[src/sv/olt_pkg.sv]
// ----------------------------------------------------------------------------
// olt_pkg: shared types and constants of the ordered list table
// Request and result structs, operation and status codes, and the control
// word that is broadcast to every storage cell.
// ----------------------------------------------------------------------------
package olt_pkg;

    localparam int DEPTH     = 16;
    localparam int WORD_BITS = 32;
    localparam int IDX_W     = $clog2(DEPTH);
    localparam int CNT_W     = 5;

    typedef enum logic [2:0] {
        OP_PUSH   = 3'd0,
        OP_POP    = 3'd1,
        OP_INSERT = 3'd2,
        OP_REMOVE = 3'd3,
        OP_GET    = 3'd4,
        OP_SET    = 3'd5,
        OP_CLEAR  = 3'd6,
        OP_FIND   = 3'd7
    } t_op;

    typedef enum logic [1:0] {
        ST_OK   = 2'd0,
        ST_MISS = 2'd1,
        ST_FULL = 2'd2
    } t_status;

    typedef struct packed {
        t_op         op;
        logic [4:0]  index;
        logic [31:0] item;
    } t_req;

    typedef struct packed {
        logic [31:0] item_out;
        logic [3:0]  position;
        logic [4:0]  count;
        t_status     status;
    } t_rsp;

    // What every cell does this cycle, relative to the broadcast index.
    typedef enum logic [1:0] {
        C_HOLD  = 2'd0,   // keep contents
        C_WRITE = 2'd1,   // cell at idx takes the word
        C_OPEN  = 2'd2,   // cells above idx take from below, idx takes word
        C_CLOSE = 2'd3    // cells at and above idx take from above
    } t_cell_mode;

    typedef struct packed {
        t_cell_mode           mode;
        logic [CNT_W-1:0]     idx;
        logic [WORD_BITS-1:0] word;
    } t_cell_ctl;

endpackage

[src/sv/olt_cell.sv]
// ----------------------------------------------------------------------------
// olt_cell: one storage cell of the ordered list table
// Holds one word, shifts from either neighbor or loads the broadcast word,
// and flags whether its contents equal the broadcast key.
// ----------------------------------------------------------------------------
module olt_cell
    import olt_pkg::*;
(
    input  logic                 i_clk,
    input  t_cell_ctl            i_ctl,
    input  logic [IDX_W-1:0]     i_pos,
    input  logic [WORD_BITS-1:0] i_prev,
    input  logic [WORD_BITS-1:0] i_next,
    output logic [WORD_BITS-1:0] o_data,
    output logic                 o_match
);

    logic [WORD_BITS-1:0] r_data;
    logic [WORD_BITS-1:0] n_data;
    logic [CNT_W-1:0]     w_pos;

    assign w_pos = CNT_W'(i_pos);

    always_comb begin
        n_data = r_data;
        case (i_ctl.mode)
            C_WRITE: begin
                if (w_pos == i_ctl.idx) n_data = i_ctl.word;
            end
            C_OPEN: begin
                if (w_pos == i_ctl.idx)     n_data = i_ctl.word;
                else if (w_pos > i_ctl.idx) n_data = i_prev;
            end
            C_CLOSE: begin
                if (w_pos >= i_ctl.idx) n_data = i_next;
            end
            default: n_data = r_data;
        endcase
    end

    always_ff @(posedge i_clk) begin
        r_data <= n_data;
    end

    assign o_data  = r_data;
    assign o_match = (r_data == i_ctl.word);

endmodule

[src/sv/ordered_list_table.sv]
// ----------------------------------------------------------------------------
// ordered_list_table: fixed-capacity ordered list of data words
// A row of cells holds the list; requests push, pop, insert, remove, get,
// set, clear or search it, each returning one result.
// ----------------------------------------------------------------------------
// Usage:
//   Request channel: drive i_req and raise start; the request is taken at a
//   rising edge where start is high and busy is low. busy is high for the
//   one cycle the taken request is being executed.
//   Result channel: o_valid pulses for exactly one cycle with o_rsp; the
//   receiver must take it then, it cannot stall the block.
// Timing:
//   The request is registered at the accepting edge; in the next cycle all
//   cells shift or load in parallel while the read mux and the first-match
//   encoder form the result register. No new request is taken while busy.
// Reset:
//   Synchronous, active low. Clears the count, the pending flag and o_valid.
//   Cell contents are not cleared; entries at or above the count are never
//   reported.
// Status: ST_OK, ST_MISS (empty, index out of range, no match), ST_FULL.
// ----------------------------------------------------------------------------
module ordered_list_table
    import olt_pkg::*;
(
    input  logic i_clk,
    input  logic i_rst_n,
    input  logic start,
    output logic busy,
    input  t_req i_req,
    output logic o_valid,
    output t_rsp o_rsp
);

    t_req                 r_req;
    logic                 r_pend;
    logic [CNT_W-1:0]     r_count;
    logic [CNT_W-1:0]     n_count;
    logic                 r_valid;
    t_rsp                 r_rsp;
    t_rsp                 n_rsp;
    t_cell_ctl            w_ctl;

    logic [WORD_BITS-1:0] w_data  [DEPTH];
    logic [DEPTH-1:0]     w_match;

    logic                 w_full;
    logic                 w_idx_ok;
    logic [IDX_W-1:0]     w_top;
    logic                 w_found;
    logic [IDX_W-1:0]     w_fpos;

    // Row of cells; cell g takes from g-1 on insert and from g+1 on remove.
    for (genvar g = 0; g < DEPTH; g++) begin : g_cell
        logic [WORD_BITS-1:0] w_prev;
        logic [WORD_BITS-1:0] w_next;
        if (g == 0) begin : g_first
            assign w_prev = w_ctl.word;
        end else begin : g_mid_lo
            assign w_prev = w_data[g-1];
        end
        if (g == DEPTH-1) begin : g_last
            assign w_next = '0;
        end else begin : g_mid_hi
            assign w_next = w_data[g+1];
        end
        olt_cell u_cell (
            .i_clk   (i_clk),
            .i_ctl   (w_ctl),
            .i_pos   (IDX_W'(g)),
            .i_prev  (w_prev),
            .i_next  (w_next),
            .o_data  (w_data[g]),
            .o_match (w_match[g])
        );
    end

    assign w_full   = (r_count == CNT_W'(DEPTH));
    assign w_idx_ok = (CNT_W'(r_req.index) < r_count);
    assign w_top    = IDX_W'(r_count - CNT_W'(1));

    // First match among the live entries; lowest index wins.
    always_comb begin
        w_found = 1'b0;
        w_fpos  = '0;
        for (int i = DEPTH-1; i >= 0; i--) begin
            if (w_match[i] && (CNT_W'(i) < r_count)) begin
                w_found = 1'b1;
                w_fpos  = IDX_W'(i);
            end
        end
    end

    // Decode the pending request into a cell command and the result.
    always_comb begin
        w_ctl.mode     = C_HOLD;
        w_ctl.idx      = CNT_W'(r_req.index);
        w_ctl.word     = WORD_BITS'(r_req.item);
        n_count        = r_count;
        n_rsp.item_out = '0;
        n_rsp.position = '0;
        n_rsp.status   = ST_OK;
        if (r_pend) begin
            case (r_req.op)
                OP_PUSH: begin
                    if (w_full) begin
                        n_rsp.status = ST_FULL;
                    end else begin
                        w_ctl.mode = C_WRITE;
                        w_ctl.idx  = r_count;
                        n_count    = r_count + CNT_W'(1);
                    end
                end
                OP_POP: begin
                    if (r_count == '0) begin
                        n_rsp.status = ST_MISS;
                    end else begin
                        n_rsp.item_out = 32'(w_data[w_top]);
                        n_count        = r_count - CNT_W'(1);
                    end
                end
                OP_INSERT: begin
                    if (CNT_W'(r_req.index) > r_count) begin
                        n_rsp.status = ST_MISS;
                    end else if (w_full) begin
                        n_rsp.status = ST_FULL;
                    end else begin
                        w_ctl.mode = C_OPEN;
                        n_count    = r_count + CNT_W'(1);
                    end
                end
                OP_REMOVE: begin
                    if (!w_idx_ok) begin
                        n_rsp.status = ST_MISS;
                    end else begin
                        w_ctl.mode     = C_CLOSE;
                        n_rsp.item_out = 32'(w_data[r_req.index[IDX_W-1:0]]);
                        n_count        = r_count - CNT_W'(1);
                    end
                end
                OP_GET: begin
                    if (!w_idx_ok) n_rsp.status = ST_MISS;
                    else n_rsp.item_out = 32'(w_data[r_req.index[IDX_W-1:0]]);
                end
                OP_SET: begin
                    if (!w_idx_ok) n_rsp.status = ST_MISS;
                    else w_ctl.mode = C_WRITE;
                end
                OP_CLEAR: begin
                    n_count = '0;
                end
                OP_FIND: begin
                    if (w_found) n_rsp.position = 4'(w_fpos);
                    else n_rsp.status = ST_MISS;
                end
                default: n_rsp.status = ST_MISS;
            endcase
        end
        n_rsp.count = 5'(n_count);
    end

    always_ff @(posedge i_clk) begin
        if (!i_rst_n) begin
            r_pend  <= 1'b0;
            r_count <= '0;
            r_valid <= 1'b0;
        end else begin
            r_pend  <= start && !r_pend;
            r_count <= n_count;
            r_valid <= r_pend;
        end
    end

    // Payload registers, no reset needed.
    always_ff @(posedge i_clk) begin
        if (start && !r_pend) r_req <= i_req;
        if (r_pend) r_rsp <= n_rsp;
    end

    assign busy    = r_pend;
    assign o_valid = r_valid;
    assign o_rsp   = r_rsp;

endmodule
[config.mk]
export PLATFORM = sky130hd
export DESIGN_NAME = ordered_list_table
export DESIGN_NICKNAME = d
export VERILOG_FILES = /design/src/sv/olt_pkg.sv /design/src/sv/olt_cell.sv /design/src/sv/ordered_list_table.sv
export SDC_FILE = /design/constraint.sdc
export NUM_CORES = 2
export LEC_CHECK = 0
export BUFFER_PORTS_ARGS = -buffer_cell sky130_fd_sc_hd__buf_2
export CORE_MARGIN = 4
export CORE_UTILIZATION = 45
export CTS_BUF_LIST = sky130_fd_sc_hd__clkbuf_8 sky130_fd_sc_hd__clkbuf_16
export DETAILED_ROUTE_END_ITERATION = 8
export SYNTH_ARGS = -nofsm -noshare
export SYNTH_HDL_FRONTEND = slang
export SYNTH_SLANG_ARGS = --single-unit
[constraint.sdc]
create_clock -name i_clk -period 10.8 [get_ports i_clk]
set_clock_uncertainty 0.1 [all_clocks]
set_input_delay 1.62 -clock i_clk [delete_from_list [all_inputs] [get_ports i_clk]]
set_output_delay 1.62 -clock i_clk [all_outputs]
set_load 0.1 [all_outputs]
Yosys cells after proc, flatten, opt, wreduce, memory -nomap -nowiden
Cells that the tools add are included.
{"block": "totals", "out_inout_bits": 45, "wordCells": 361, "register_bits": 602, "inputBits": 43}
{"block": "classes", "add_sub_neg": 2, "n_reduce_logical": 44, "n_eq_ne": 90, "n_mux": 140, "order_cmp": 52, "n_bitwise": 4}
{"cell": "32-bit two-way mux", "count": 70}
{"cell": "32-bit case mux with 3 select lines", "count": 16}
{"cell": "32-bit == test", "count": 16}
{"cell": "32-bit binary-select mux with 4-bit select", "count": 2}
{"cell": "2-bit by 1-bit != test with 1-bit output, second input constant", "count": 32}
{"cell": "32-bit case mux with 2 select lines", "count": 1}
{"cell": "4-bit AND reduction", "count": 16}
{"cell": "3-bit by 1-bit != test with 1-bit output, second input constant", "count": 16}
{"cell": "4-bit by 5-bit == test with 1-bit output, first input constant", "count": 8}
{"cell": "4-bit by 5-bit >= comparator with 1-bit output, first input constant", "count": 8}
{"cell": "4-bit by 5-bit > comparator with 1-bit output, first input constant", "count": 8}
{"cell": "4-bit by 5-bit less-than comparator with 1-bit output, first input constant", "count": 8}
{"cell": "4-bit two-way mux", "count": 8}
{"cell": "5-bit two-way mux", "count": 6}
{"cell": "5-bit case mux with 5 select lines", "count": 1}
{"cell": "1-bit two-way mux", "count": 21}
{"cell": "3-bit by 5-bit == test with 1-bit output, first input constant", "count": 4}
{"cell": "3-bit by 5-bit >= comparator with 1-bit output, first input constant", "count": 4}
{"cell": "3-bit by 5-bit > comparator with 1-bit output, first input constant", "count": 4}
{"cell": "3-bit by 5-bit less-than comparator with 1-bit output, first input constant", "count": 4}
{"cell": "1-bit logical AND", "count": 17}
{"cell": "2-bit two-way mux", "count": 7}
{"cell": "3-bit == test, second input constant", "count": 4}
{"cell": "3-bit two-way mux", "count": 4}
{"cell": "other kinds (33)", "count": 47}

Logic depth before layout (Yosys ltp)
{"block": "depth", "depth_word": 20, "mapped_depth": 16, "mapped_depth_nobuf": 12}

Modules after synthesis
Synthesis repeated with hierarchy kept, for this count alone.
{"block": "unflattened", "hier_cells": 4216, "area_unflattened_um2": 49234.7}
{"mod": "olt_cell (g_cell[10].u_cell ...)", "area_each_um2": 2313.5, "seq_area_each_um2": 960.9, "n_inst": 15, "cells_per_inst": 210}
{"mod": "ordered_list_table", "area_each_um2": 12089.1, "seq_area_each_um2": 2632.5, "n_inst": 1, "cells_per_inst": 858}
{"mod": "olt_cell (g_cell[0].u_cell)", "area_each_um2": 2443.6, "seq_area_each_um2": 960.9, "n_inst": 1, "cells_per_inst": 208}

Least setup slack after synthesis
OpenSTA, ideal clock, no wires.
{"block": "synth_path", "kind": "register to register", "from": "register r_pend, in the netlist busy", "to": "register g_cell[9].u_cell.r_data[0] (enable)", "required_ns": 10.167, "n_path_buf": 1, "synth_period_minus_slack_ns": 7.764, "path_stages_with_launch": 9, "setup_time_ns": 0.533, "arrival_time_ns": 7.131, "setup_slack_ns": 3.036, "path_cell_list": "dfxtp_1 nor2b_1 nor3b_2 nand2_2 a21o_1 buf_2 nor2_2 nand2_1 o311ai_0"}
{"block": "synth_between", "elab_chain_len": 4, "elab_cells_between_ends": 12, "classes_between": "2 x order compare; 7 x eq/ne; 1 x mux; 2 x reduce/logical"}
{"element": "start: declaration", "line_no": "ordered_list_table.sv:35", "text": "logic r_pend;"}
{"element": "start signal: assignment", "line_no": "ordered_list_table.sv:167", "text": "r_pend <= start && !r_pend;"}
{"element": "7-bit two-way mux *", "line_no": "ordered_list_table.sv:102", "text": "if (r_pend) begin"}
{"element": "4-bit by 5-bit > comparator with 1-bit output, or another cell as far along", "line_no": "olt_cell.sv:32", "text": "else if (w_pos > i_ctl.idx) n_data = i_prev;"}
{"element": "3-bit by 1-bit != test with 1-bit output (no source line), or another cell as far along"}
{"element": "4-bit AND reduction (no source line) *"}
{"element": "end signal: assignment", "line_no": "olt_cell.sv:42", "text": "r_data <= n_data;"}
{"element": "end: declaration", "line_no": "olt_cell.sv:18", "text": "logic [WORD_BITS-1:0] r_data;"}
Mark *: on every way between the ends. The rest lies on a longest branch, timed or not.
A chain may end at the register's enable or synchronous reset.

Worst setup path in the final report
{"block": "layout_path", "from": "register r_req[35] in the netlist's numbering", "to": "register g_cell[3].u_cell.r_data[5], data pin"}
{"block": "layout_between", "elab_chain_len": 6, "elab_cells_between_ends": 15, "classes_between": "2 x order compare; 4 x eq/ne; 9 x mux"}
{"element": "start: declaration", "line_no": "ordered_list_table.sv:34", "text": "t_req r_req;"}
{"element": "start signal: assignment", "line_no": "ordered_list_table.sv:175", "text": "if (start && !r_pend) r_req <= i_req;"}
{"element": "5-bit less-than comparator, or another cell as far along", "line_no": "ordered_list_table.sv:78", "text": "assign w_idx_ok = (CNT_W'(r_req.index) < r_count);"}
{"element": "1-bit two-way mux, or another cell as far along", "line_no": "ordered_list_table.sv:145", "text": "if (!w_idx_ok) n_rsp.status = ST_MISS;"}
{"element": "2-bit case mux with 4 select lines or 7-bit two-way mux (tied branches)", "line_no": "ordered_list_table.sv:103, ordered_list_table.sv:102"}
{"element": "7-bit two-way mux *", "line_no": "ordered_list_table.sv:102"}
{"element": "2-bit == test, or another cell as far along", "line_no": "olt_cell.sv:26", "text": "case (i_ctl.mode)"}
{"element": "32-bit case mux with 3 select lines *", "line_no": "olt_cell.sv:26"}
{"element": "named net g_cell[3].u_cell.n_data[5]", "line_no": "olt_cell.sv:19", "text": "logic [WORD_BITS-1:0] n_data;"}
{"element": "end signal: assignment", "line_no": "olt_cell.sv:42"}
{"element": "end: declaration", "line_no": "olt_cell.sv:18"}
Mark *: on every way through the listed nets, which the timed path passes. The rest lies on a longest branch.

==> flow_summary.json <==
{
  "post_route_utilization_pct": 49.5,
  "port_buffers": 87,
  "place.gp.congestion": 1.03,
  "yosys.area_share.xor_xnor_pct": 10.7,
  "top_level_ports": 88,
  "tritoncts": "yes",
  "maxClockFrequency_mhz": 167,
  "die-area_um2": 98700,
  "internal-power_w": 0.00436,
  "path_class": "flop to flop",
  "hp-start": "g_cell[1].u_cell.o_data[19]",
  "via_count": 36242,
  "setup_viol_count_final": 0,
  "syn_area_per_cell_um2": 11.1,
  "die_y_um": 314,
  "synth_top_family_by_area": "multiplexers",
  "synthesized_area_fraction_occupied_by_ao_oa_aoi_and_oai_cells_pct": 15.9,
  "synth-seq-area-share_pct": 42.7,
  "clk_transition_reported_paths_ns": 0.06,
  "layout-area-overhead-vs-synth_pct": 9.25,
  "postSynthCellCount": 3784,
  "grt_max_degree": 174,
  "start_util_pct": 45.3,
  "final.period_utilization_pct": 55.3,
  "critical_path_peak_fanout": 169,
  "synth_top_cells_by_count": "sky130_fd_sc_hd__edfxtp_1, sky130_fd_sc_hd__xor2_1, sky130_fd_sc_hd__mux4_2",
  "grt.total_usage_pct": 35.8,
  "report.final.hold_viol_count": 0,
  "timing.critical_path.to_type": "flop",
  "r2r_setup_slk_ns": 4.83,
  "first_global_vias": 33238,
  "highest-signal-layer": "met5",
  "wl_met3_um": 28500,
  "synth-simple-area-share_pct": 7.69,
  "drtAntennaViolNets": 0,
  "cellLeakagePower_nw": 15.4,
  "most_common_cell_in_the_netlist": "sky130_fd_sc_hd__edfxtp_1",
  "rsz0062_at_grt": "no",
  "synthDominantAreaCellType": "sky130_fd_sc_hd__edfxtp_1",
  "synth-seq-cells": 602,
  "cts.sink_count": 602,
  "nets": 3701,
  "power.share.switching_pct": 28.3,
  "totalNegativeSetupSlack_ns": 0,
  "post_synth_instance_area_um2": 42200,
  "worst_hold_path.num_cells": 2,
  "finalCriticalPeriod_ns": 5.97,
  "met2_wirelength_um": 76200,
  "clk_path_buf_depth": 3,
  "final_layout_size_suffix_gt1_share_pct": 19.6,
  "worst-r2r-cell-count": 12,
  "outcome": "finished, violations left",
  "switchingPower_w": 0.00172,
  "post-cts-setup-buffers": 0,
  "initial_drc_count": 7371,
  "synthAdderAreaFrac_pct": 0.237,
  "synth.mux.area_fraction_pct": 17.7,
  "share_seq_of_total_power_pct": 43.2,
  "ys_async_sr_fraction_pct": 0,
  "clk-insertion-delay-late_ns": 0.65,
  "comb_power_share_pct": 14.6,
  "crit-reg2reg-capture": "g_cell[3].u_cell.o_data[5]",
  "vias_per_cell": 7.30,
  "cts_resized": 0,
  "detail_route.wl_per_cell_um": 36.5,
  "synthFlopType": "sky130_fd_sc_hd__edfxtp_1",
  "netlist_top_cells_area": "sky130_fd_sc_hd__edfxtp_1, sky130_fd_sc_hd__mux4_2, sky130_fd_sc_hd__xor2_1",
  "cts_max_level": 3,
  "cell_rows": 112,
  "hold-path-endpoint": "g_cell[0].u_cell.o_data[19]",
  "coreArea_um2": 93200,
  "dp.final_hpwl_um": 123000,
  "holdBufCountCts": 0,
  "yosysWarningCount": 0,
  "crit_arrival_ns": 6.39,
  "peakVddDrop_mv": 0.118,
  "worstReg2RegStart": "r_req[35]",
  "route.detailed.drc": 0,
  "violations": "capacitance limit, slew limit",
  "cts-root-buf": "sky130_fd_sc_hd__clkbuf_16",
  "tritoncts.num_buffers": 73,
  "firstDrtPassIters": 9,
  "worst_setup_path_start_kind": "flop",
  "synth_largest_type_area_fraction_pct": 42.4,
  "slew-limit-headroom_pct": -12.4,
  "synth_edf_count": 595,
  "cp_data_required_time_ns": 11.22,
  "worst-slew-pin-transition_ns": 1.64,
  "antenna_violations_before_repair": 6,
  "maxCapViolCount": 2,
  "power_per_cell_area_nw_per_um2": 132,
  "syn-num-nets": 3835,
  "total_routed_wirelength_um": 181000,
  "p_clk_share_pct": 42.2,
  "timing.final.max_slew_violations": 3,
  "first_pass_grt_wire_length_um": 256000,
  "synth_cell_type_count": 64,
  "die_w_um": 314,
  "fill_cells": 8327,
  "grt_overflow_total": 0,
  "route.layer.met1.wl_um": 64400,
  "min_path_type": "flop to flop"
}
-- cell type report --
type	instances	area, um^2	share of cell area (%)
Clock buffer	76	1890	4.10
Timing Repair Buffer	191	1250	2.72
Antenna cell	2	5.00	0.0109
Inverter	105	394	0.855
Multi-Input combinational cell	2677	22400	48.7
Tap cell	1254	1570	3.40
Sequential cell	602	18000	39.1
Clock inverter	56	526	1.14
-- worst max path at each step --
stage | startpoint | to | slack (ns) | depth (start not counted)
after floorplan | busy | g_cell[9].u_cell.o_data[0] | 3.04 | 8
after global placement | r_req[35] | g_cell[10].u_cell.o_data[18] | 4.89 | 12
final | r_req[35] | g_cell[3].u_cell.o_data[5] | 4.83 | 12
after CTS | r_req[35] | g_cell[10].u_cell.o_data[12] | 4.78 | 12
after detailed placement | r_req[35] | g_cell[10].u_cell.o_data[12] | 4.80 | 12
after global routing | r_req[35] | g_cell[10].u_cell.o_data[12] | 4.50 | 12
-- stage by stage --
stage | setup slack (ns) | area, um^2 | total power [W] | instances | hold WS, ns
2_1_floorplan | 3.04 | 42200 | 0.00324 | 3784 | 0.499
3_3_place_gp | 4.89 | 43700 | 0.00351 | 4829 | 0.542
3_5_place_dp | 4.80 | 43700 | 0.00352 | 4829 | 0.547
4_1_cts | 4.78 | 46100 | 0.00605 | 4961 | 0.560
5_1_grt | 4.50 | 46100 | 0.00621 | 4961 | 0.607
6_report | 4.83 | 46100 | 0.00608 | 4963 | 0.563
-- worst max-delay path: stages (launching register included) --
cell                       delay (ns)
sky130_fd_sc_hd__edfxtp_1        0.32
sky130_fd_sc_hd__buf_4           0.60
sky130_fd_sc_hd__ha_1            0.37
sky130_fd_sc_hd__a21o_1          0.18
sky130_fd_sc_hd__a21oi_1         0.18
sky130_fd_sc_hd__and2_1          0.29
sky130_fd_sc_hd__nor2_1          0.16
sky130_fd_sc_hd__nor2_4          0.59
sky130_fd_sc_hd__buf_12          0.68
sky130_fd_sc_hd__nand2_1         0.63
sky130_fd_sc_hd__a21oi_4         1.23
sky130_fd_sc_hd__a222oi_1        0.27
sky130_fd_sc_hd__inv_1           0.12
-- flip-flops by register name (all words and copies together) (netlist names) --
| name | count |
|---|---|
| busy | 1 |
| g_cell.u_cell.o_data | 512 |
| g_cell.w_prev | 32 |
| o_rsp | 43 |
| o_valid | 1 |
| r_count | 5 |
| r_req | 8 |
-- power groups by stage --
stage	Clock (W)	Combinational (W)	Sequential, W
2_1_floorplan	0	0.000541	0.00270
3_3_place_gp	0	0.000833	0.00267
3_5_place_dp	0	0.000843	0.00267
4_1_cts	0.00258	0.000846	0.00262
5_1_grt	0.00267	0.000915	0.00263
6_report	0.00257	0.000886	0.00263
-- metal layers --
metal | GRT usage [%] | vias up
li1 | - | 14396
met1 | 47.8 | 17886
met2 | 51.2 | 3433
met3 | 12.6 | 517
met4 | 18.7 | 10
met5 | 0 | -
-- placed cells by master (no fill, tap or decap), types with 5 or more instances in the layout --
cell                        synthesis  routed
sky130_fd_sc_hd__edfxtp_1         595     595
sky130_fd_sc_hd__xor2_1           318     318
sky130_fd_sc_hd__mux4_2           288     288
sky130_fd_sc_hd__nand2_1          285     283
sky130_fd_sc_hd__a22oi_1          238     238
sky130_fd_sc_hd__o21ai_0          241     237
sky130_fd_sc_hd__o22ai_1          221     221
sky130_fd_sc_hd__xnor2_1          196     194
sky130_fd_sc_hd__nor2_1           196     193
sky130_fd_sc_hd__a21oi_1          194     182
sky130_fd_sc_hd__inv_1            105     110
sky130_fd_sc_hd__buf_4              9     101
sky130_fd_sc_hd__buf_2            151      87
sky130_fd_sc_hd__nor4_1            85      84
sky130_fd_sc_hd__clkbuf_16          0      75
sky130_fd_sc_hd__nand4_1           62      62
sky130_fd_sc_hd__mux2_2            59      59
sky130_fd_sc_hd__a222oi_1          54      54
sky130_fd_sc_hd__mux2i_1           32      32
sky130_fd_sc_hd__a22o_1            32      32
sky130_fd_sc_hd__o21ai_1           33      23
sky130_fd_sc_hd__nand3_1           22      22
sky130_fd_sc_hd__clkinv_2           0      20
sky130_fd_sc_hd__nor3_1            23      19
sky130_fd_sc_hd__o21ai_2            3      12
sky130_fd_sc_hd__clkinv_1           0      11
sky130_fd_sc_hd__and2_1            10       9
sky130_fd_sc_hd__a21oi_2            2       8
sky130_fd_sc_hd__bufinv_16          0       8
sky130_fd_sc_hd__nor2b_1            8       7
sky130_fd_sc_hd__a31oi_1            9       7
sky130_fd_sc_hd__ha_1               8       7
sky130_fd_sc_hd__a21oi_4            0       6
sky130_fd_sc_hd__a21o_1             5       5
sky130_fd_sc_hd__o21ai_4            0       5
sky130_fd_sc_hd__dfxtp_1            7       5
-- logic make-up after synthesis --
family	Yosys count
AOI/OAI and AO/OA	1061
and+or+nand+nor	715
DFF	602
xor gates and xnor gates	514
buffers and inverters	505
muxes	379
adders and majority gates	8
No activity file was read; power rests on OpenSTA's default activity.
